<file path="config.mk">
export PLATFORM = sky130hd
export DESIGN_NAME = sr_cfg
export DESIGN_NICKNAME = d
export VERILOG_FILES = /design/src/hdl/sr_pkg.sv /design/src/hdl/sr_cfg.sv
export SDC_FILE = /design/constraint.sdc
export NUM_CORES = 1
export LEC_CHECK = 0
export BUFFER_PORTS_ARGS = -buffer_cell sky130_fd_sc_hd__buf_2
export CAP_MARGIN = 10
export CORE_ASPECT_RATIO = 1.5
export CORE_UTILIZATION = 56
export CTS_CLUSTER_SIZE = 28
export DETAILED_ROUTE_END_ITERATION = 8
export PLACE_DENSITY = 0.74
export SLEW_MARGIN = 25
export SYNTH_ARGS = -nofsm -noshare
export SYNTH_HDL_FRONTEND = slang
export SYNTH_SLANG_ARGS = --single-unit
</file>
<file path="constraint.sdc">
create_clock -name clk_i -period 3.2 [get_ports clk_i]
set_input_delay 0.64 -clock clk_i [delete_from_list [all_inputs] [get_ports clk_i]]
set_output_delay 0.64 -clock clk_i [all_outputs]
set_load 0.01 [all_outputs]
</file>
<file path="src/hdl/sr_pkg.sv">
// ----------------------------------------------------------------------------
// Schroeder reverb package
// Shared widths, register codes, command/status bundles and arithmetic helpers.
// ----------------------------------------------------------------------------
package sr_pkg;

  localparam int SAMPLE_BITS   = 24;
  localparam int STORE_BITS    = SAMPLE_BITS + 4;
  localparam int GAIN_BITS     = 16;
  localparam int PROD_BITS     = STORE_BITS + GAIN_BITS + 1;
  localparam int WIDE_BITS     = 32;
  localparam int CH_BITS       = 3;
  localparam int CFG_IDX_BITS  = 3;
  localparam int CFG_DATA_BITS = 16;
  localparam int COMB_REG_BITS = 13;
  localparam int AP_REG_BITS   = 12;

  localparam int MIN_LEN   = 16;
  localparam int FB_BASE   = 13107;
  localparam int FB_SLOPE  = 42598;
  localparam int WET_SLOPE = 52429;
  localparam int ROUND_HALF = 32768;

  localparam int CHANNELS_DEF        = 8;
  localparam int MAX_COMB_LEN_DEF    = 4096;
  localparam int MAX_ALLPASS_LEN_DEF = 2048;

  localparam int COMB_LEN_RST_1 = 1116;
  localparam int COMB_LEN_RST_2 = 1188;
  localparam int COMB_LEN_RST_3 = 1277;
  localparam int COMB_LEN_RST_4 = 1356;
  localparam int AP_LEN_RST_1   = 556;
  localparam int AP_LEN_RST_2   = 441;

  typedef logic signed [SAMPLE_BITS-1:0] sample_t;
  typedef logic signed [STORE_BITS-1:0]  store_t;
  typedef logic signed [PROD_BITS-1:0]   prod_t;
  typedef logic signed [WIDE_BITS-1:0]   wide_t;

  localparam wide_t STORE_MAX  = (32'sd1 <<< (STORE_BITS - 1)) - 32'sd1;
  localparam wide_t STORE_MIN  = -STORE_MAX - 32'sd1;
  localparam wide_t SAMPLE_MAX = (32'sd1 <<< (SAMPLE_BITS - 1)) - 32'sd1;
  localparam wide_t SAMPLE_MIN = -SAMPLE_MAX - 32'sd1;

  typedef enum logic [CFG_IDX_BITS-1:0] {
    REG_DECAY  = 3'd0,
    REG_COMB_1 = 3'd1,
    REG_COMB_2 = 3'd2,
    REG_COMB_3 = 3'd3,
    REG_COMB_4 = 3'd4,
    REG_AP_1   = 3'd5,
    REG_AP_2   = 3'd6
  } reg_idx_e;

  typedef struct packed {
    logic       load;
    logic       pass;
    logic       clr_start;
    logic       clr_step;
    logic       comb_rd;
    logic       comb_mul;
    logic       comb_wr;
    logic       ap_rd;
    logic       ap_wr;
    logic       wet_mul;
    logic       wet_add;
    logic       push;
    logic [1:0] idx;
  } cmd_t;

  typedef struct packed {
    logic bypass;
    logic clr_last;
    logic out_free;
  } stat_t;

  function automatic int clamp_len(input int v, input int maxlen);
    return (v < MIN_LEN) ? MIN_LEN : ((v > maxlen) ? maxlen : v);
  endfunction

  function automatic store_t sat_store(input wide_t v);
    wide_t r;
    r = (v > STORE_MAX) ? STORE_MAX : ((v < STORE_MIN) ? STORE_MIN : v);
    return store_t'(r);
  endfunction

  function automatic sample_t sat_sample(input wide_t v);
    wide_t r;
    r = (v > SAMPLE_MAX) ? SAMPLE_MAX : ((v < SAMPLE_MIN) ? SAMPLE_MIN : v);
    return sample_t'(r);
  endfunction

  // Gain product back to sample scale, rounding half up.
  function automatic wide_t round_gain(input prod_t p);
    prod_t s;
    s = p + prod_t'(ROUND_HALF);
    return wide_t'(s >>> GAIN_BITS);
  endfunction

endpackage

</file>
<file path="src/hdl/sr_cfg.sv">
// ----------------------------------------------------------------------------
// Schroeder reverb configuration registers
// Decay, derived gains and clamped delay lengths; flags store clearing.
// ----------------------------------------------------------------------------
module sr_cfg #(
  parameter int MAX_COMB_LEN    = sr_pkg::MAX_COMB_LEN_DEF,
  parameter int MAX_ALLPASS_LEN = sr_pkg::MAX_ALLPASS_LEN_DEF
) (
  input  logic                               clk_i,
  input  logic                               rst_ni,
  input  logic                               cfg_we_i,
  input  logic [sr_pkg::CFG_IDX_BITS-1:0]    cfg_idx_i,
  input  logic [sr_pkg::CFG_DATA_BITS-1:0]   cfg_data_i,
  output logic                               decay_nz_o,
  output logic [sr_pkg::GAIN_BITS-1:0]       fb_o,
  output logic [sr_pkg::GAIN_BITS-1:0]       wet_o,
  output logic [3:0][$clog2(MAX_COMB_LEN+1)-1:0]    comb_len_o,
  output logic [1:0][$clog2(MAX_ALLPASS_LEN+1)-1:0] ap_len_o,
  output logic                               clr_req_o
);

  localparam int CLW = $clog2(MAX_COMB_LEN + 1);
  localparam int ALW = $clog2(MAX_ALLPASS_LEN + 1);

  logic                             decay_nz_q;
  logic [sr_pkg::GAIN_BITS-1:0]     fb_q, wet_q;
  logic [3:0][CLW-1:0]              comb_len_q;
  logic [1:0][ALW-1:0]              ap_len_q;
  logic [CLW-1:0]                   comb_new;
  logic [ALW-1:0]                   ap_new;

  assign comb_new = CLW'(sr_pkg::clamp_len(
                      int'(cfg_data_i[sr_pkg::COMB_REG_BITS-1:0]), MAX_COMB_LEN));
  assign ap_new   = ALW'(sr_pkg::clamp_len(
                      int'(cfg_data_i[sr_pkg::AP_REG_BITS-1:0]), MAX_ALLPASS_LEN));

  always_comb begin
    clr_req_o = 1'b0;
    if (cfg_we_i) begin
      case (cfg_idx_i) inside
        sr_pkg::REG_DECAY: clr_req_o = (cfg_data_i == '0);
        [sr_pkg::REG_COMB_1:sr_pkg::REG_AP_2]: clr_req_o = 1'b1;
        default: clr_req_o = 1'b0;
      endcase
    end
  end

  always_ff @(posedge clk_i or negedge rst_ni) begin
    if (!rst_ni) begin
      decay_nz_q <= 1'b0;
      fb_q       <= sr_pkg::GAIN_BITS'(sr_pkg::FB_BASE);
      wet_q      <= '0;
      comb_len_q[0] <= CLW'(sr_pkg::clamp_len(sr_pkg::COMB_LEN_RST_1, MAX_COMB_LEN));
      comb_len_q[1] <= CLW'(sr_pkg::clamp_len(sr_pkg::COMB_LEN_RST_2, MAX_COMB_LEN));
      comb_len_q[2] <= CLW'(sr_pkg::clamp_len(sr_pkg::COMB_LEN_RST_3, MAX_COMB_LEN));
      comb_len_q[3] <= CLW'(sr_pkg::clamp_len(sr_pkg::COMB_LEN_RST_4, MAX_COMB_LEN));
      ap_len_q[0]   <= ALW'(sr_pkg::clamp_len(sr_pkg::AP_LEN_RST_1, MAX_ALLPASS_LEN));
      ap_len_q[1]   <= ALW'(sr_pkg::clamp_len(sr_pkg::AP_LEN_RST_2, MAX_ALLPASS_LEN));
    end else if (cfg_we_i) begin
      case (cfg_idx_i)
        sr_pkg::REG_DECAY: begin
          decay_nz_q <= (cfg_data_i != '0);
          fb_q  <= sr_pkg::GAIN_BITS'(sr_pkg::FB_BASE +
                   ((32'(cfg_data_i) * sr_pkg::FB_SLOPE) >> sr_pkg::GAIN_BITS));
          wet_q <= sr_pkg::GAIN_BITS'(
                   (32'(cfg_data_i) * sr_pkg::WET_SLOPE) >> sr_pkg::GAIN_BITS);
        end
        sr_pkg::REG_COMB_1: comb_len_q[0] <= comb_new;
        sr_pkg::REG_COMB_2: comb_len_q[1] <= comb_new;
        sr_pkg::REG_COMB_3: comb_len_q[2] <= comb_new;
        sr_pkg::REG_COMB_4: comb_len_q[3] <= comb_new;
        sr_pkg::REG_AP_1:   ap_len_q[0]   <= ap_new;
        sr_pkg::REG_AP_2:   ap_len_q[1]   <= ap_new;
        default: ;
      endcase
    end
  end

  assign decay_nz_o = decay_nz_q;
  assign fb_o       = fb_q;
  assign wet_o      = wet_q;
  assign comb_len_o = comb_len_q;
  assign ap_len_o   = ap_len_q;

endmodule

</file>
### Yosys cells after proc, flatten, opt, wreduce, memory -nomap -nowiden

Cells that the tools add are included.

* word-level logic and storage cells: 42
* output and inout port bits: 110
* register bits: 109
* memory bits (read-only): 0
* input bits: 22
* latch bits: 0
* RAM bits: 0
* memories: 0

* mux-type cells: 7
* eq/ne operators: 6
* multiply operators: 2
* $lt $le $gt $ge: 6
* divide/modulo/power cells: 0
* reductions and logical operators: 11
* add/sub/neg operators: 1
* shifts and indexed selects: 0
* bitwise gates (word level): 0

Operator list (count)
* 16-bit by 16-bit multiplier with 32-bit output, second input constant: 1
* 16-bit by 15-bit multiplier with 31-bit output, second input constant: 1
* 13-bit two-way mux: 2
* 12-bit two-way mux: 2
* 14-bit by 16-bit adder with 16-bit output, first input constant: 1
* 16-bit zero test: 1
* 16-bit nonzero test: 1
* 2-bit AND reduction: 7
* 13-bit greater-than comparator, second input constant: 1
* 13-bit by 5-bit < comparator with 1-bit output, second input constant: 1
* 12-bit greater-than comparator, second input constant: 1
* 12-bit by 5-bit < comparator with 1-bit output, second input constant: 1
* 3-bit == test, second input constant: 3
* 3-bit by 2-bit == test with 1-bit output, second input constant: 2
* 3-bit by 1-bit == test with 1-bit output, second input constant: 1
* 3-bit by 1-bit >= comparator with 1-bit output, second input constant: 1
* 3-bit less-or-equal comparator, second input constant: 1
* 3-bit zero test: 1
* 1-bit two-way mux: 3
* 1-bit logical AND: 1

### Depth between registers and ports, before layout

* depth in word-level cells: 5
* gate-level depth with buffers: 27
* gate-level depth less buffers: 27

### Least setup slack after synthesis

OpenSTA, ideal clock, no wires.

* path kind: input to register
* start point: in cfg_data_i[11] (netlist name)
* end point: reg fb_q (netlist bit fb_o[15])
* setup slack: -3.294 ns
* required time: 3.118 ns
* data arrival time: 6.412 ns
* cell stages on the path: 25
* path buffers: 1
* path through: clkbuf_1 > inv_1 > ha_1 > ha_1 > a21oi_1 > inv_1 > ha_1 > inv_1 > fa_1 > inv_1 > fa_1 > inv_1 > fa_1 > inv_1 > ha_1 > a21oi_2 > o21ai_1 > o311ai_2 > nand3_1 > xnor2_1 > o311ai_4 > a21oi_2 > a211oi_1 > or4_1 > a22oi_2

* cells in the longest elaborated chain, start to end: 2

Ends and longest elaborated chain
* start, declared: RTL line sr_cfg.sv:13 `input logic [sr_pkg::CFG_DATA_BITS-1:0] cfg_data_i,`
* 16-bit by 15-bit multiplier with 31-bit output: RTL line sr_cfg.sv:64 `((32'(cfg_data_i) * sr_pkg::FB_SLOPE) >> sr_pkg::GAIN_BITS));`
* 14-bit by 16-bit adder with 16-bit output: RTL line sr_cfg.sv:63 `fb_q <= sr_pkg::GAIN_BITS'(sr_pkg::FB_BASE +`
* end signal, assigned: RTL line sr_cfg.sv:51 `fb_q <= sr_pkg::GAIN_BITS'(sr_pkg::FB_BASE);`
* end signal, assigned: RTL line sr_cfg.sv:63
* end, declared: RTL line sr_cfg.sv:26 `logic [sr_pkg::GAIN_BITS-1:0] fb_q, wet_q;`

Every way passes these cells.
A chain may end at the register's enable or synchronous reset.

### Worst setup path in the final report

* start point: in cfg_data_i[7] (netlist name)
* end point: reg fb_q (netlist bit fb_o[15])

Same word-level chain as after synthesis.

==> impl_metrics.py <==
metrics = {
    "outcome": {
        "status": "complete, but fails checks",
        "violations": "negative setup slack",
    },
    "clock_network": {
        "clk_path_buf_depth": 2,
        "clk_latency_ps": 360,
        "cts_tree": "yes",
        "htree_levels": 3,
        "cts_root_buffer": "clkbuf_16",
        "clkSlewWorstSetupHoldPaths_ps": 90,
        "clock_sinks": 109,
        "cts_buffers": 9,
    },
    "sta": {
        "period_share_pct": 190,
        "slew_viol_final": 0,
        "skew_ps": 0,
        "worst_pin_slew_ps": 870,
        "rsz0062_at_grt": "yes",
        "fin_hold_ws_ps": 270,
        "period_needed_ps": 6070,
        "hold_violations": 0,
        "maxSlewHeadroom_pct": 41.8,
        "max_freq_mhz": 165,
        "finalSetupViolCount": 32,
        "fin_ws_ps": -2870,
    },
    "setup_path": {
        "rr_startpoint": "comb_len_o[4]",
        "path_class": "in2reg",
        "startpoint": "cfg_data_i[7]",
        "cp.arrival_ps": 6380,
        "crit_slowest_cell": "fa_1",
        "crit_fanout": 3,
        "critPathMostFrequentCell": "inv_2",
        "worstPathRequired_ps": 3510,
        "cpPeakStageDelay_ps": 520,
        "worstReg2RegEnd": "comb_len_o[4]",
        "ff2ff_setup_slack_ps": 2380,
        "worstRegToRegCells": 2,
        "end_kind": "flop",
        "worstSetupStartpointType": "primary input",
    },
    "global_route": {
        "overflow": 0,
        "grtUsageTotal_pct": 34.6,
        "grt_pass1_wl_mm": 62.3,
        "grt_max_degree": 68,
        "grt_pass1_vias": 12300,
        "antenna_found_initial": 0,
    },
    "route": {
        "vias": 11600,
        "drt_iter0_drc": 389,
        "drc": 0,
        "drt-pass1-iter-count": 7,
        "ant_nets": 0,
        "wl_per_cell_um": 19.7,
        "wl_mm": 41.0,
        "vias_per_cell": 5.60,
    },
    "die": {
        "dieWidth_um": 127,
        "num_io_pins": 132,
        "row_count": 68,
        "core_um2": 23000,
        "die_y_um": 189,
        "die_area_um2": 23900,
        "start_util_pct": 56.8,
    },
    "placement": {
        "hpwl_mm": 32.7,
        "portBuffers": 131,
        "gp_congestion": 1.04,
    },
    "synthesis": {
        "synth.avg_cell_area_um2": 9.54,
        "ys_seq_elements": 109,
        "synth-warning-count": 0,
        "netlist_instances": 1367,
        "syn-cell-area_um2": 13000,
        "synthTopCellsByArea": "ha_1 (25%), fa_1 (20%), dfrtp_1 (13%)",
        "yosysTopAreaCellShare_pct": 24.9,
        "yosysMostFrequentCell": "ha_1",
        "synth-edff-count": 0,
        "syn_nets": 1777,
        "netlist-cell-type-count": 64,
        "seq_area_frac_synth_pct": 21.3,
        "synth_ff_type": "dfrtp_1",
        "ys_top_cells_by_count": "ha_1 (259), inv_1 (247), nand2_1 (160), fa_1 (129), o21ai_0 (121)",
        "yosysTopAreaCell": "ha_1",
        "ys_async_sr_fraction_pct": 100,
    },
    "worst_hold_path": {
        "hold_path_class": "in2async",
    },
    "finish": {
        "nets": 2204,
        "areaGrowthSynthToFinish_pct": 40.0,
        "antenna_cells": 0,
        "layout-drive-gt1-share_pct": 40.5,
    },
    "flow_run": {
        "cap_violations": 0,
    },
}
## per-layer routing
layer  vias to the layer above  routed length, um  global-route usage [%]  part of all wire (%)
met5                         -                  0                       0                     0
met4                         0               3710                    27.6                   9.0
met3                       180               1610                    3.87                   3.9
met2                       395              21800                    64.9                    53
met1                      5690              13900                    34.2                    34
li1                       5379                  -                       -                     -
## kinds of logic after synthesis
kind of cell             after synthesis  synth area share, %
flip-flops                           109                 21.3
AO/OA/AOI/OAI                        245                 11.9
adder cells (fa/ha/maj)              388                 44.7
buffers and inverters                273                 7.86
AND/OR/NAND/NOR                      293                 10.1
multiplexers                           5                0.403
XOR/XNOR                              54                 3.74
## how the worst max path moves through the flow
stage	slack, ps	endpoint	cells past startpoint
after global placement	-3290	fb_o[15]	28
after global routing	-3090	fb_o[15]	30
after floorplan	-2780	fb_o[15]	21
after CTS	-2810	fb_o[11]	21
final	-2870	fb_o[15]	30
after detailed placement	-3320	fb_o[11]	26
## through the flow
| step | setup TNS [ps] | util (%) | std cells | worst slack [ps] | area, um2 |
|---|---|---|---|---|---|
| after floorplan | -64750 | - | 1367 | -2780 | 13700 |
| after global placement | -86270 | 71.9 | 2010 | -3290 | 16500 |
| after detailed placement | -87820 | 71.9 | 2010 | -3320 | 16500 |
| after CTS | -72800 | 76.9 | 2064 | -2810 | 17700 |
| after global routing | -79870 | 79.4 | 2079 | -3090 | 18200 |
| final | -74020 | 79.4 | 2079 | -2870 | 18200 |
## cells in the final DEF, fill, tap and decap left out, types with 6 or more instances in the layout
cell	count
a21oi_2	14
and3_1	6
dfstp_2	40
inv_1	199
buf_4	276
buf_2	121
xnor2_1	19
nor2b_1	8
nor3_1	8
o211ai_1	12
dfrtp_1	69
o21ai_0	89
ha_1	189
clkinvlp_4	7
a21o_1	16
buf_8	6
fa_1	114
nor2_1	34
a21oi_1	21
nand4_1	12
nand2_1	156
o21ai_1	28
inv_2	39
ha_2	11
fa_2	15
nand3_1	20
buf_6	35
xor2_1	23
clkbuf_16	9
ha_4	59
xnor2_2	10
## cell type report
type                    instances  area, um2
multi-input cells             985      10600
fillers                      1453       4720
repair buffers                442       3240
flip-flops and latches        109       2780
inverters                     247        962
well taps                     280        350
clock buffers                  10        229
clock inverters                 6       66.3
## worst max-delay path: cells and delay by family
kind | cells | cell delay (ps)
AOI/OAI and AO/OA | 9 | 1470
and+or+nand+nor | 2 | 630
xor gates and xnor gates | 1 | 140
adders and majority gates | 7 | 2520
buffers and inverters | 11 | 990
## registers in the layout, indices dropped and copies added, names as in the netlist
register / count
decay_nz_o: 1
ap_len_o: 24
wet_o: 16
fb_o: 16
comb_len_o: 52
## what timing repair did
action                     in CTS  in global routing
setup endpoints to repair      32                 32
resized for setup             141                 87
hold buffers                    0                  0
gates cloned                    0                  0
setup buffers                  41                 18
pin swaps                      99                103
Power is left out: the tool's default activity adds up to more than one toggle a clock period on the data nets, which glitch-free logic cannot reach.
