## config.mk

```make
export PLATFORM = sky130hd
export DESIGN_NAME = sr_ctrl
export DESIGN_NICKNAME = d
export VERILOG_FILES = /design/src/hdl/sr_pkg.sv /design/src/hdl/sr_ctrl.sv
export SDC_FILE = /design/constraint.sdc
export NUM_CORES = 1
export LEC_CHECK = 0
export BUFFER_PORTS_ARGS = -buffer_cell sky130_fd_sc_hd__buf_2
export CAP_MARGIN = 25
export CORE_MARGIN = 3
export CORE_UTILIZATION = 53
export DETAILED_ROUTE_END_ITERATION = 10
export GPL_ROUTABILITY_DRIVEN = 0
export PLACE_DENSITY_LB_ADDON = 0.05
export SYNTH_ARGS = -nofsm -noshare
export SYNTH_HDL_FRONTEND = slang
export SYNTH_SLANG_ARGS = --single-unit
```

## constraint.sdc

```tcl
create_clock -name clk_i -period 4.2 [get_ports clk_i]
set_clock_uncertainty 0.1 [all_clocks]
set_input_delay 1.05 -clock clk_i [delete_from_list [all_inputs] [get_ports clk_i]]
set_output_delay 1.05 -clock clk_i [all_outputs]
set_load 0.01 [all_outputs]
```

## src/hdl/sr_pkg.sv

```systemverilog
// ----------------------------------------------------------------------------
// Schroeder reverb package
// Shared widths, register codes, command/status bundles and arithmetic helpers.
// ----------------------------------------------------------------------------
package sr_pkg;

  localparam int SAMPLE_BITS   = 24;
  localparam int STORE_BITS    = SAMPLE_BITS + 4;
  localparam int GAIN_BITS     = 16;
  localparam int PROD_BITS     = STORE_BITS + GAIN_BITS + 1;
  localparam int WIDE_BITS     = 32;
  localparam int CH_BITS       = 3;
  localparam int CFG_IDX_BITS  = 3;
  localparam int CFG_DATA_BITS = 16;
  localparam int COMB_REG_BITS = 13;
  localparam int AP_REG_BITS   = 12;

  localparam int MIN_LEN   = 16;
  localparam int FB_BASE   = 13107;
  localparam int FB_SLOPE  = 42598;
  localparam int WET_SLOPE = 52429;
  localparam int ROUND_HALF = 32768;

  localparam int CHANNELS_DEF        = 8;
  localparam int MAX_COMB_LEN_DEF    = 4096;
  localparam int MAX_ALLPASS_LEN_DEF = 2048;

  localparam int COMB_LEN_RST_1 = 1116;
  localparam int COMB_LEN_RST_2 = 1188;
  localparam int COMB_LEN_RST_3 = 1277;
  localparam int COMB_LEN_RST_4 = 1356;
  localparam int AP_LEN_RST_1   = 556;
  localparam int AP_LEN_RST_2   = 441;

  typedef logic signed [SAMPLE_BITS-1:0] sample_t;
  typedef logic signed [STORE_BITS-1:0]  store_t;
  typedef logic signed [PROD_BITS-1:0]   prod_t;
  typedef logic signed [WIDE_BITS-1:0]   wide_t;

  localparam wide_t STORE_MAX  = (32'sd1 <<< (STORE_BITS - 1)) - 32'sd1;
  localparam wide_t STORE_MIN  = -STORE_MAX - 32'sd1;
  localparam wide_t SAMPLE_MAX = (32'sd1 <<< (SAMPLE_BITS - 1)) - 32'sd1;
  localparam wide_t SAMPLE_MIN = -SAMPLE_MAX - 32'sd1;

  typedef enum logic [CFG_IDX_BITS-1:0] {
    REG_DECAY  = 3'd0,
    REG_COMB_1 = 3'd1,
    REG_COMB_2 = 3'd2,
    REG_COMB_3 = 3'd3,
    REG_COMB_4 = 3'd4,
    REG_AP_1   = 3'd5,
    REG_AP_2   = 3'd6
  } reg_idx_e;

  typedef struct packed {
    logic       load;
    logic       pass;
    logic       clr_start;
    logic       clr_step;
    logic       comb_rd;
    logic       comb_mul;
    logic       comb_wr;
    logic       ap_rd;
    logic       ap_wr;
    logic       wet_mul;
    logic       wet_add;
    logic       push;
    logic [1:0] idx;
  } cmd_t;

  typedef struct packed {
    logic bypass;
    logic clr_last;
    logic out_free;
  } stat_t;

  function automatic int clamp_len(input int v, input int maxlen);
    return (v < MIN_LEN) ? MIN_LEN : ((v > maxlen) ? maxlen : v);
  endfunction

  function automatic store_t sat_store(input wide_t v);
    wide_t r;
    r = (v > STORE_MAX) ? STORE_MAX : ((v < STORE_MIN) ? STORE_MIN : v);
    return store_t'(r);
  endfunction

  function automatic sample_t sat_sample(input wide_t v);
    wide_t r;
    r = (v > SAMPLE_MAX) ? SAMPLE_MAX : ((v < SAMPLE_MIN) ? SAMPLE_MIN : v);
    return sample_t'(r);
  endfunction

  // Gain product back to sample scale, rounding half up.
  function automatic wide_t round_gain(input prod_t p);
    prod_t s;
    s = p + prod_t'(ROUND_HALF);
    return wide_t'(s >>> GAIN_BITS);
  endfunction

endpackage

```

## src/hdl/sr_ctrl.sv

```systemverilog
// ----------------------------------------------------------------------------
// Schroeder reverb controller
// Sequences the clearing sweep and the per-word comb/allpass/wet steps.
// ----------------------------------------------------------------------------
module sr_ctrl (
  input  logic          clk_i,
  input  logic          rst_ni,
  input  logic          in_valid_i,
  output logic          in_ready_o,
  input  logic          clr_req_i,
  input  sr_pkg::stat_t stat_i,
  output sr_pkg::cmd_t  cmd_o
);

  typedef enum logic [10:0] {
    S_IDLE  = 11'b000_0000_0001,
    S_CLEAR = 11'b000_0000_0010,
    S_CHK   = 11'b000_0000_0100,
    S_CRD   = 11'b000_0000_1000,
    S_CMUL  = 11'b000_0001_0000,
    S_CWR   = 11'b000_0010_0000,
    S_ARD   = 11'b000_0100_0000,
    S_AWR   = 11'b000_1000_0000,
    S_WMUL  = 11'b001_0000_0000,
    S_WET   = 11'b010_0000_0000,
    S_OUT   = 11'b100_0000_0000
  } state_e;

  state_e     state_q, state_d;
  logic [1:0] idx_q, idx_d;
  logic       accept;

  // refuse a word while a clear is requested, so none is taken and dropped
  assign in_ready_o = (state_q == S_IDLE) && !clr_req_i;
  assign accept     = in_valid_i && in_ready_o;

  always_comb begin
    state_d = state_q;
    idx_d   = idx_q;
    cmd_o   = '0;
    cmd_o.idx = idx_q;
    case (state_q)
      S_IDLE: begin
        if (clr_req_i) begin
          cmd_o.clr_start = 1'b1;
          state_d = S_CLEAR;
        end else if (accept) begin
          cmd_o.load = 1'b1;
          state_d = S_CHK;
        end
      end
      S_CLEAR: begin
        if (clr_req_i) begin
          cmd_o.clr_start = 1'b1;
        end else begin
          cmd_o.clr_step = 1'b1;
          if (stat_i.clr_last) state_d = S_IDLE;
        end
      end
      S_CHK: begin
        idx_d = '0;
        if (stat_i.bypass) begin
          cmd_o.pass = 1'b1;
          state_d = S_OUT;
        end else begin
          state_d = S_CRD;
        end
      end
      S_CRD: begin
        cmd_o.comb_rd = 1'b1;
        state_d = S_CMUL;
      end
      S_CMUL: begin
        cmd_o.comb_mul = 1'b1;
        state_d = S_CWR;
      end
      S_CWR: begin
        cmd_o.comb_wr = 1'b1;
        idx_d = idx_q + 2'd1;
        state_d = (idx_q == 2'd3) ? S_ARD : S_CRD;
      end
      S_ARD: begin
        cmd_o.ap_rd = 1'b1;
        state_d = S_AWR;
      end
      S_AWR: begin
        cmd_o.ap_wr = 1'b1;
        idx_d = idx_q + 2'd1;
        state_d = (idx_q == 2'd1) ? S_WMUL : S_ARD;
      end
      S_WMUL: begin
        cmd_o.wet_mul = 1'b1;
        state_d = S_WET;
      end
      S_WET: begin
        cmd_o.wet_add = 1'b1;
        state_d = S_OUT;
      end
      S_OUT: begin
        if (stat_i.out_free) begin
          cmd_o.push = 1'b1;
          state_d = S_IDLE;
        end
      end
      default: state_d = S_IDLE;
    endcase
  end

  always_ff @(posedge clk_i or negedge rst_ni) begin
    if (!rst_ni) begin
      state_q <= S_CLEAR;
      idx_q   <= '0;
    end else begin
      state_q <= state_d;
      idx_q   <= idx_d;
    end
  end

  a_accept_to_check: assert property (@(posedge clk_i) disable iff (!rst_ni)
    accept && !clr_req_i |=> state_q == S_CHK)
    else $error("accepted word did not move to the check step");

  a_clear_request: assert property (@(posedge clk_i) disable iff (!rst_ni)
    clr_req_i && (state_q == S_IDLE || state_q == S_CLEAR) |=> state_q == S_CLEAR)
    else $error("clear request did not start the sweep");

  a_state_onehot: assert property (@(posedge clk_i) disable iff (!rst_ni)
    $onehot(state_q))
    else $error("controller state is not one-hot");

endmodule

```

# After elaboration in Yosys (flattened, before gate mapping)

Cells that the tools add are included.

Equal/unequal tests: 17
Add/sub/neg operators: 1
Reduce and logical (&&, ||, !) cells: 7
Muxes and demuxes: 28

Operators by type and width:

| cell                                                              | number |
|---|---|
| 11-bit case mux with 11 select lines                              | 1 |
| 11-bit two-way mux                                                | 6 |
| 1-bit two-way mux                                                 | 18 |
| 11-bit by 1-bit == test with 1-bit output, second input constant  | 1 |
| 11-bit by 10-bit == test with 1-bit output, second input constant | 1 |
| 11-bit == test, second input constant                             | 1 |
| 11-bit by 2-bit == test with 1-bit output, second input constant  | 1 |
| 11-bit by 3-bit == test with 1-bit output, second input constant  | 1 |
| 11-bit by 4-bit == test with 1-bit output, second input constant  | 1 |
| 11-bit by 5-bit == test with 1-bit output, second input constant  | 1 |
| 11-bit by 6-bit == test with 1-bit output, second input constant  | 1 |
| 11-bit by 7-bit == test with 1-bit output, second input constant  | 1 |
| 11-bit by 8-bit == test with 1-bit output, second input constant  | 1 |
| 11-bit by 9-bit == test with 1-bit output, second input constant  | 1 |
| 9-bit two-way mux                                                 | 1 |
| 7-bit two-way mux                                                 | 1 |
| 2-bit inequality test, second input constant                      | 3 |
| 2-bit case mux with 2 select lines                                | 1 |
| 4-bit AND reduction                                               | 1 |
| 2-bit OR reduction                                                | 2 |
| 3-bit inequality test, second input constant                      | 1 |
| 2-bit by 1-bit adder with 2-bit output, second input constant     | 1 |
| 2-bit by 1-bit == test with 1-bit output, second input constant   | 1 |
| 2-bit == test, second input constant                              | 1 |
| other kinds (3)                                                   | 4 |

Word-level logic and storage cells: 55
Register bits after elaboration: 13
Input port bits: 7

# Depth between registers and ports, before layout

Gate-level depths: netlist of the first run.

Depth in word-level cells: 6
Mapped depth: 5
Mapped depth without buffers: 5

# Worst setup path after synthesis of the first run

OpenSTA, ideal clock, no wires.

Path kind: input to output
From: in clr_req_i
To: out cmd_o[13] (netlist name)
Data arrival time: 1.651 ns
Slack: 1.399 ns
Path buffers: 0
Cell stages on the path: 2
Path through: nor3_1 -> and2_1

RTL lines:

| item        | RTL line      | RTL |
|---|---|---|
| from (decl) | sr_ctrl.sv:10 | `input logic clr_req_i,` |
| to (decl)   | sr_ctrl.sv:12 | `output sr_pkg::cmd_t cmd_o` |

==> flow_summary.yaml, run 1 <==
clock_network:
  cts_setup_buffers: 0
  cts_resized: 0
  clk_pin_slew_ns: 0.08
  clk_path_buf_depth: 2
  cts_hold_buf: 0
  cts.sinks: 13
  cts-buffers-inserted: 3
  clk_latency_ns: 0.27
  htreeDepth: 1
  cts_tree: "done"
  root_buffer: "clkbuf_4"
route:
  dr.pass1.iters: 4
  maxUsedRoutingLayer: "met4"
  wl_met1_um: 714
  vias_per_cell: 5.740
  ant_nets: 0
  totalWireLength_um: 1707
  drt_iter0_drc: 13
  wl_per_cell_um: 13.88
  met2_length_um: 894
  drc: 0
  wl_met3_um: 81
  vias: 706
layout:
  fin_nets: 118
  final_common_cell: "buf_2"
  final_cell_mix: "buf_2, dfrtp_1, nor2_1, nor3b_1, inv_1"
  syn_to_final_growth_pct: 19.05
  layout.cells.non_filler: 123
  fillerInstances: 114
  n_antenna_cell: 0
  drive_gt1_frac: 0.2963
run:
  cap_violations: 0
power:
  p_leak_uw: 0.0004761
  power_uw: 398.6
  pwr_density_cell_mw_per_mm2: 424.8
  peakVddDrop_mv: 0.2610
logic_synthesis:
  ys_seq_elements: 13
  synth_edf_count: 0
  synth_seq_area_share: 0.4143
  mappedNetlistNets: 92
  async_reset_ff_frac: 1.000
  yosys_most_used_dff: "dfrtp_1"
  synth_area_um2: 788.3
  synth_area_per_cell_um2: 9.497
  synth_warnings: 0
  synth_cell_types: 32
  syn_inst: 83
sta:
  fin_crit_ns: 3.266
  maxSlewViolCount: 0
  fin_ws_ns: 0.9343
  hold_viol_final: 0
  rsz0062_at_grt: "no"
  fmax_mhz: 306.2
  relSlewSlack: 0.5480
  fin_crit_sh: 0.7775
  holdWs_ns: 0.4699
  setup_tns_ns: 0
  setup_violations: 0
  worst_pin_slew_ns: 0.6717
outcome:
  status: "finished, final reports clean"
worst_hold_path:
  holdPathStages: 1
  min_path_type: "reg -> reg"
placed_design:
  io_buffers: 21
  pre_cts_slack_ns: 1.232
  place_hpwl_um: 1332
  dp.cells: 119
floorplan:
  core-area_mm2: 0.001350
  start_util: 0.5839
  std_cell_rows: 13
  dieHeight_um: 44.57
  die_area_mm2: 0.001986
  die_w_um: 44.57
  io_pins: 22
setup_path:
  cp_max_fo: 6
  crit_path_start_kind: "flip-flop"
  crit_type: "reg -> out"
  crit_required_ns: 3.05
  arrival_ns: 2.12
  worstRegToRegCells: 5
  critPathCaptureType: "output port"
global_routing:
  antenna_found_initial: 0
  grt_pass1_wl_um: 2877
  grt_max_degree: 14
  grt_overflow: 0
  grt_pass1_vias: 674
  grt_use_total: 0.2000
Yosys cell counts (all sizes together), types with 2 or more instances:
| master | instances | area (µm²) |
|---|---|---|
| nor4b | 2 | 17.52 |
| nand2 | 4 | 15.01 |
| nor4 | 3 | 33.78 |
| nand3 | 5 | 30.03 |
| and3 | 2 | 15.01 |
| dfrtp | 12 | 300.3 |
| nand2b | 2 | 12.51 |
| nor3 | 3 | 20.02 |
| nor2 | 9 | 33.78 |
| nor3b | 7 | 52.55 |
| o21ai | 4 | 20.02 |
| xor2 | 2 | 17.52 |
| inv | 6 | 22.52 |
| and2 | 4 | 25.02 |
| nand4 | 2 | 12.51 |
| ha | 2 | 25.02 |
| o22ai | 2 | 12.51 |
layer usage:
metal  track usage  vias up
li1              -      355
met1        0.2386      328
met3       0.05285        2
met5             0        -
met2        0.3266       21
met4        0.1024        0
metrics by stage:
step | util | area [µm²]
after floorplan | - | 788.3
after global placement | 0.6756 | 912.1
after detailed placement | 0.6756 | 912.1
after CTS | 0.6951 | 938.4
after global routing | 0.6951 | 938.4
final | 0.6951 | 938.4
where the power goes:
group,internal (µW),switching [µW],total [µW]
Clock,36.8,39.5,76.3
Sequential,143,20.5,164
Combinational,65.8,92.8,159
Total,246,153,399
state kept, by name, indices dropped and copies added, names as in the netlist:
name     flops
state_q     11
idx_q        2
area by class of cell:
| type | count | area (µm²) | area share |
|---|---|---|---|
| multi-input combinational | 64 | 439.2 | 0.4680 |
| sequential | 13 | 326.6 | 0.3480 |
| timing repair buffer | 21 | 105.1 | 0.1120 |
| clock buffer | 4 | 26.28 | 0.02800 |
| inverter | 6 | 22.52 | 0.02400 |
| tap | 15 | 18.77 | 0.02000 |
cells by family after synthesis:
kind of cell | share of synthesized area
xor+xnor | 0.03334
fa+ha+maj | 0.03174
simple gates | 0.3809
flops | 0.4143
buf+inv | 0.02857
compound gates | 0.1111
final timing paths:
| kind | startpoint | to | slack, ns |
|---|---|---|---|
| setup / recovery | state_q[0]$_DFFE_PN0P_ | cmd_o[2] | 0.93 |
| hold / removal | idx_q[0]$_DFFE_PN0P_ | idx_q[0]$_DFFE_PN0P_ | 0.47 |
| setup reg to reg | state_q[4]$_DFFE_PN0P_ | state_q[0]$_DFFE_PN0P_ | 2.07 |
| hold reg to reg | idx_q[0]$_DFFE_PN0P_ | idx_q[0]$_DFFE_PN0P_ | 0.47 |
| max in group asynchronous | rst_ni | state_q[1]$_DFFE_PN1P_ | 3.18 |
| min in group asynchronous | rst_ni | idx_q[0]$_DFFE_PN0P_ | 0.55 |
worst max-delay path, stage by stage (launching register included):
cell,delay [ns]
dfrtp_1,0.43
nor4_1,0.62
nand2_1,0.21
nor2_1,0.24
and4b_1,0.21
buf_2,0.12
Note: power is estimated with default switching activity, not from simulation.
==> inputs of run 2 (changes only) <==
--- a/config.mk
+++ b/config.mk
@@ -8,7 +8,7 @@
 export BUFFER_PORTS_ARGS = -buffer_cell sky130_fd_sc_hd__buf_2
 export CAP_MARGIN = 25
 export CORE_MARGIN = 3
-export CORE_UTILIZATION = 53
+export CORE_UTILIZATION = 45
 export DETAILED_ROUTE_END_ITERATION = 10
 export GPL_ROUTABILITY_DRIVEN = 0
 export PLACE_DENSITY_LB_ADDON = 0.05
==> constraint.sdc (replaced) <==
create_clock -name clk_i -period 2.8 [get_ports clk_i]
set_clock_uncertainty 0.1 [all_clocks]
set_input_delay 0.7 -clock clk_i [delete_from_list [all_inputs] [get_ports clk_i]]
set_output_delay 0.7 -clock clk_i [all_outputs]
set_load 0.01 [all_outputs]
==> run 2 against run 1 <==
Wire length shrank 0.82%. Setup slack lost 0.80 ns. Via count grew 1.7%. Critical endpoint is now cmd_o[7]. Highest routed layer unchanged.
==> flow_summary.yaml, run 2 (synthesized netlist as in run 1, its figures left out) <==
route:
  wl_per_cell_um: 13.44
  dr.pass1.iters: 4
  vias_per_cell: 5.698
  ant_nets: 0
  vias: 718
  totalWireLength_um: 1693
  drt_iter0_drc: 15
  drc: 0
sta:
  hold_viol_final: 0
  rsz0062_at_grt: "yes"
  worst_pin_slew_ns: 0.3657
  setup_tns_ns: 0
  fin_crit_ns: 2.663
  fmax_mhz: 375.5
  setup_violations: 0
  maxSlewViolCount: 0
  relSlewSlack: 0.7557
  fin_crit_sh: 0.9512
placed_design:
  dp.cells: 121
  place_area_um2: 920.9
  io_buffers: 21
  place_hpwl_um: 1333
layout:
  n_antenna_cell: 0
  layout.cells.non_filler: 126
  final_cell_mix: "buf_2, dfrtp_1, nor2_1, nor3b_1, inv_1"
  largest_reg_flops: 11
  reg_top3: "state_q x11, idx_q x2"
  drive_gt1_frac: 0.3273
  fillerInstances: 161
  final_common_cell: "buf_2"
  fin_area_um2: 968.4
  multi_input_area_um2: 452.9
  final_util: 0.6143
  syn_to_final_growth_pct: 22.86
  fin_nets: 120
  seq_area_um2: 326.6
  top_register: "state_q"
global_routing:
  grt.met2_usage: 0.2876
  met1_usage: 0.2167
  grt_overflow: 0
  grt_pass1_vias: 661
  grt_use_total: 0.1720
  grt_max_degree: 14
  grt_pass1_wl_um: 2739
  grt_busiest_layer: "met2"
  gr-usage-met3: 0.02256
  antenna_found_initial: 0
setup_path:
  r2r_slack_ns: 0.76
  cp_max_fo: 6
  cp_slowest_cell: "dfrtp_1"
  crit_chain: "nor4_1 -> buf_4 -> nand3_1 -> nor3b_1 -> buf_2"
  crit_path_start_kind: "flip-flop"
  crit_type: "reg -> out"
  crit_start: "state_q[0]$_DFFE_PN0P_"
  slowest_delay_ns: 0.45
  arrival_ns: 1.86
  r2r-start: "state_q[6]$_DFFE_PN0P_"
  worstRegToRegCells: 5
  regToRegEndpoint: "state_q[0]$_DFFE_PN0P_"
  critPathCaptureType: "output port"
  crit_required_ns: 2.00
outcome:
  status: "finished, final reports clean"
power:
  power_frac_clock: 0.192
  seqPwrFrac: 0.398
  intPower_uw: 381.9
  switching_share: 0.3869
  pwr_density_cell_mw_per_mm2: 643.1
  power_uw: 622.8
  p_leak_uw: 0.0004909
  power.switching_uw: 240.9
  peakVddDrop_mv: 0.3833
  combPwrFrac: 0.411
floorplan:
  io_pins: 22
  std_cell_rows: 14
  die_w_um: 47.86
  dieHeight_um: 47.86
  core-area_mm2: 0.001577
  start_util: 0.5000
  die_area_mm2: 0.002290
clock_network:
  clk_pin_slew_ns: 0.08
  root_buffer: "clkbuf_4"
  cts_tree: "done"
  clk_latency_ns: 0.27
  cts-buffers-inserted: 3
  htreeDepth: 1
  cts_hold_buf: 0
  cts.sinks: 13
  clk_path_buf_depth: 2
run:
  cap_violations: 0
worst_hold_path:
  min_path_type: "in -> async"
==> run 2: changes by cell type in the layout (fill, tap and decap cells not counted) <==
cell,previous run,this run
buf_4,0,2
nor2_1,9,8
nor2_2,0,1
nor3_1,2,1
nor3_4,0,1
==> run 2: what timing repair did <==
| item | 4_1_cts | 5_1_grt |
|---|---|---|
| setup buffers | 0 | 1 |
| setup endpoints to repair | 0 | 8 |
| hold endpoints to repair | 0 | 0 |
| gates resized for setup | 0 | 3 |
==> run 2: worst max path at each step <==
| stage | end | slack (ns) |
|---|---|---|
| after global placement | cmd_o[2] | 0.39 |
| after detailed placement | cmd_o[13] | 0.34 |
| final | cmd_o[7] | 0.14 |
| after floorplan | cmd_o[13] | 0.41 |
| after global routing | cmd_o[7] | -0.02 |
| after CTS | cmd_o[13] | 0.02 |
==> run 2: final cells by class <==
type | count | area share
inverter | 6 | 0.02326
sequential | 13 | 0.3372
multi-input combinational | 64 | 0.4677
tap | 16 | 0.02067
timing repair buffer | 23 | 0.1240
clock buffer | 4 | 0.02713
==> run 2: power by group through the flow <==
stage	registers (µW)	clock network [µW]	logic (µW)
after floorplan	243	0	176
after global placement	251	0	246
after detailed placement	251	0	249
after CTS	247	125	251
after global routing	252	132	292
final	248	119	256
==> run 2: critical path, delay by kind of cell (launching register included) <==
family | cells | cell delay (ns)
buffers and inverters | 2 | 0.40
DFF | 1 | 0.45
and+or+nand+nor | 3 | 0.75
==> run 2: stage by stage <==
step	hold WS (ns)	worst slack, ns
6_report	0.2000	0.1368
5_1_grt	0.2029	-0.02342
4_1_cts	0.1994	0.01505
3_5_place_dp	0.4661	0.3369
3_3_place_gp	0.4288	0.3869
2_1_floorplan	0.3044	0.4142
==> run 2: metal layers <==
metal  vias up  part of all wire
met4         0             0.015
met1       337              0.47
met5         -                 0
met3         4             0.038
li1        360                 -
met2        17              0.47
==> inputs of run 3 (changes only) <==
--- a/config.mk
+++ b/config.mk
@@ -5,12 +5,14 @@
 export SDC_FILE = /design/constraint.sdc
 export NUM_CORES = 1
 export LEC_CHECK = 0
+export ABC_AREA = 1
 export BUFFER_PORTS_ARGS = -buffer_cell sky130_fd_sc_hd__buf_2
 export CAP_MARGIN = 25
 export CORE_MARGIN = 3
-export CORE_UTILIZATION = 45
+export CORE_UTILIZATION = 46
 export DETAILED_ROUTE_END_ITERATION = 10
 export GPL_ROUTABILITY_DRIVEN = 0
+export GPL_TIMING_DRIVEN = 0
 export PLACE_DENSITY_LB_ADDON = 0.05
 export SYNTH_ARGS = -nofsm -noshare
 export SYNTH_HDL_FRONTEND = slang
==> run 3 against run 2 <==
Count of clock-buffer cells in the layout did not move. Die area rose by 9.9%. Hold slack got worse by 0.0015 ns. Via count increased by 4.7%. Critical path type unchanged. Highest routed layer unchanged.
==> flow_summary.yaml, run 3 <==
outcome:
  status: "finished, final reports clean"
floorplan:
  std_cell_rows: 15
  dieHeight_um: 50.16
  io_pins: 22
  die_area_mm2: 0.002516
  start_util: 0.5032
  die_w_um: 50.16
  core-area_mm2: 0.001783
clock_network:
  clk_latency_ns: 0.27
  cts_setup_buffers: 0
  cts_hold_buf: 0
  cts.sinks: 13
  clk_path_buf_depth: 2
  root_buffer: "clkbuf_4"
  htreeDepth: 1
  cts_resized: 0
  clk_pin_slew_ns: 0.08
  cts-buffers-inserted: 3
  cts_tree: "done"
global_routing:
  grt_pass1_vias: 726
  grt_max_degree: 14
  grt_overflow: 0
  grt_use_total: 0.1622
  grt_pass1_wl_um: 3105
  antenna_found_initial: 0
layout:
  fin_area_mm2: 0.001060
  syn_to_final_growth_pct: 18.13
  final_cell_mix: "buf_2, nand2_1, inv_1, nor2_1, dfrtp_1"
  reg_top3: "state_q x11, idx_q x2"
  fin_nets: 148
  layout.cells.non_filler: 163
  n_antenna_cell: 0
  final_common_cell: "buf_2"
  largest_reg_flops: 11
  top_register: "state_q"
  drive_gt1_frac: 0.3841
logic_synthesis:
  yosysTopAreaCell: "dfrtp_1"
  synth_area_um2: 897.1
  syn_inst: 113
  synth_area_per_cell_um2: 7.939
  synth_top_area_share: 0.3347
  ys_top_cells_by_count: "inv_1, nand2_1, dfrtp_1, nor2_1, nor3_1"
  mappedNetlistNets: 122
  synth_warnings: 0
  synth_cell_types: 25
  async_reset_ff_frac: 1.000
  synth_seq_area_share: 0.3640
  synth_edf_count: 0
  synth_top_cells_by_area: "dfrtp_1, inv_1, nand2_1, nor2_1, nor2_4"
  ys_seq_elements: 13
  yosys_most_used_dff: "dfrtp_1"
sta:
  fin_crit_sh: 0.8454
  fin_crit_ns: 2.367
  hold_viol_final: 0
  maxSlewViolCount: 0
  fmax_mhz: 422.4
  setup_tns_ns: 0
  setup_violations: 0
  relSlewSlack: 0.7942
  worst_pin_slew_ns: 0.3063
  rsz0062_at_grt: "no"
placed_design:
  dp.cells: 159
  place_area_mm2: 0.001033
  place_hpwl_um: 1464
  io_buffers: 21
setup_path:
  crit_required_ns: 2.00
  cp_slowest_cell: "dfrtp_1"
  critPathCaptureType: "output port"
  crit_chain: "nor2_4 -> nand2_4 -> nor2_8 -> nand2_1 -> nor3_1 -> buf_2"
  slowest_delay_ns: 0.42
  crit_path_start_kind: "flip-flop"
  cp_max_fo: 7
  crit_type: "reg -> out"
  arrival_ns: 1.57
power:
  pwr_density_cell_mw_per_mm2: 576.1
  p_leak_uw: 0.0005795
  peakVddDrop_mv: 0.3419
route:
  vias_per_cell: 4.613
  drt_iter0_drc: 13
  dr.pass1.iters: 2
  totalWireLength_um: 1742
  drc: 0
  vias: 752
  wl_per_cell_um: 10.69
  ant_nets: 0
run:
  cap_violations: 0
worst_hold_path:
  min_path_type: "in -> async"
[run 3: cell count changes in the layout (fill, tap and decap cells not counted), moves of 4 or more]
cell,before,now
nand2_1,4,17
inv_1,6,17
nor3b_1,7,0
nor3_1,1,7
nor2_2,1,6
inv_2,0,4
nor2_1,8,12
nor2_4,0,4
o21ai_1,0,4
[run 3: area by class of cell]
class                      instances  area [µm²]
fill                             168       723.2
inverter                          21       78.83
timing repair buffer              21       105.1
tap                               25       31.28
sequential                        13       326.6
clock buffer                       4       26.28
multi-input combinational         79       491.7
[run 3: logic make-up (layout without fill, tap and decap cells)]
group / after synthesis / in the layout / synth area share
flip-flops: 13 / 13 / 0.3640
adder cells (fa/ha/maj): 2 / 2 / 0.02789
AO/OA/AOI/OAI: 10 / 10 / 0.06555
AND/OR/NAND/NOR: 67 / 67 / 0.4547
buffers and inverters: 21 / 46 / 0.08786
[run 3: metrics by stage]
| stage | setup WS [ns] | hold WS [ns] | utilization | power (µW) |
|---|---|---|---|---|
| finish | 0.4328 | 0.1985 | 0.5944 | 610.5 |
| global route | 0.2951 | 0.2102 | 0.5944 | 660.6 |
| CTS | 0.4033 | 0.2082 | 0.5944 | 620.0 |
| detailed placement | 0.7035 | 0.4565 | 0.5796 | 502.3 |
| global placement | 0.7791 | 0.4469 | 0.5796 | 497.2 |
| floorplan | 0.8397 | 0.3044 | - | 440.6 |
[run 3: path summary, 6_finish.rpt]
check / endpoint / depth (start not counted) / slack, ns / start
max: cmd_o[13] / 6 / 0.43 / state_q[8]$_DFFE_PN0P_
min in group clk_i: idx_q[0]$_DFFE_PN0P_ / 1 / 0.46 / idx_q[0]$_DFFE_PN0P_
min: state_q[0]$_DFFE_PN0P_ / 1 / 0.20 / rst_ni
min reg2reg: idx_q[0]$_DFFE_PN0P_ / 1 / 0.46 / idx_q[0]$_DFFE_PN0P_
max in group asynchronous: state_q[1]$_DFFE_PN1P_ / 1 / 2.12 / rst_ni
max reg2reg: state_q[0]$_DFFE_PN0P_ / 8 / 1.37 / state_q[3]$_DFFE_PN0P_
[run 3: critical path: cells and delay by family, from the launching register on]
family | cells | cell delay (ns)
buffers and inverters | 1 | 0.16
flip-flops | 1 | 0.42
AND/OR/NAND/NOR | 5 | 0.72
[run 3: power by group]
group | total [µW] | internal [µW] | switching (µW) | leakage [µW]
clock network | 115 | 55.1 | 59.7 | 0.0000150
logic | 267 | 93.7 | 173 | 0.000390
registers | 229 | 211 | 17.6 | 0.000175
[run 3: metal layers]
| metal | track usage | vias to the layer above | wire length (µm) |
|---|---|---|---|
| met4 | 0.04147 | 0 | 8 |
| li1 | - | 411 | - |
| met2 | 0.2761 | 14 | 898 |
| met5 | 0 | - | 0 |
| met1 | 0.2056 | 325 | 767 |
| met3 | 0.03561 | 2 | 68 |
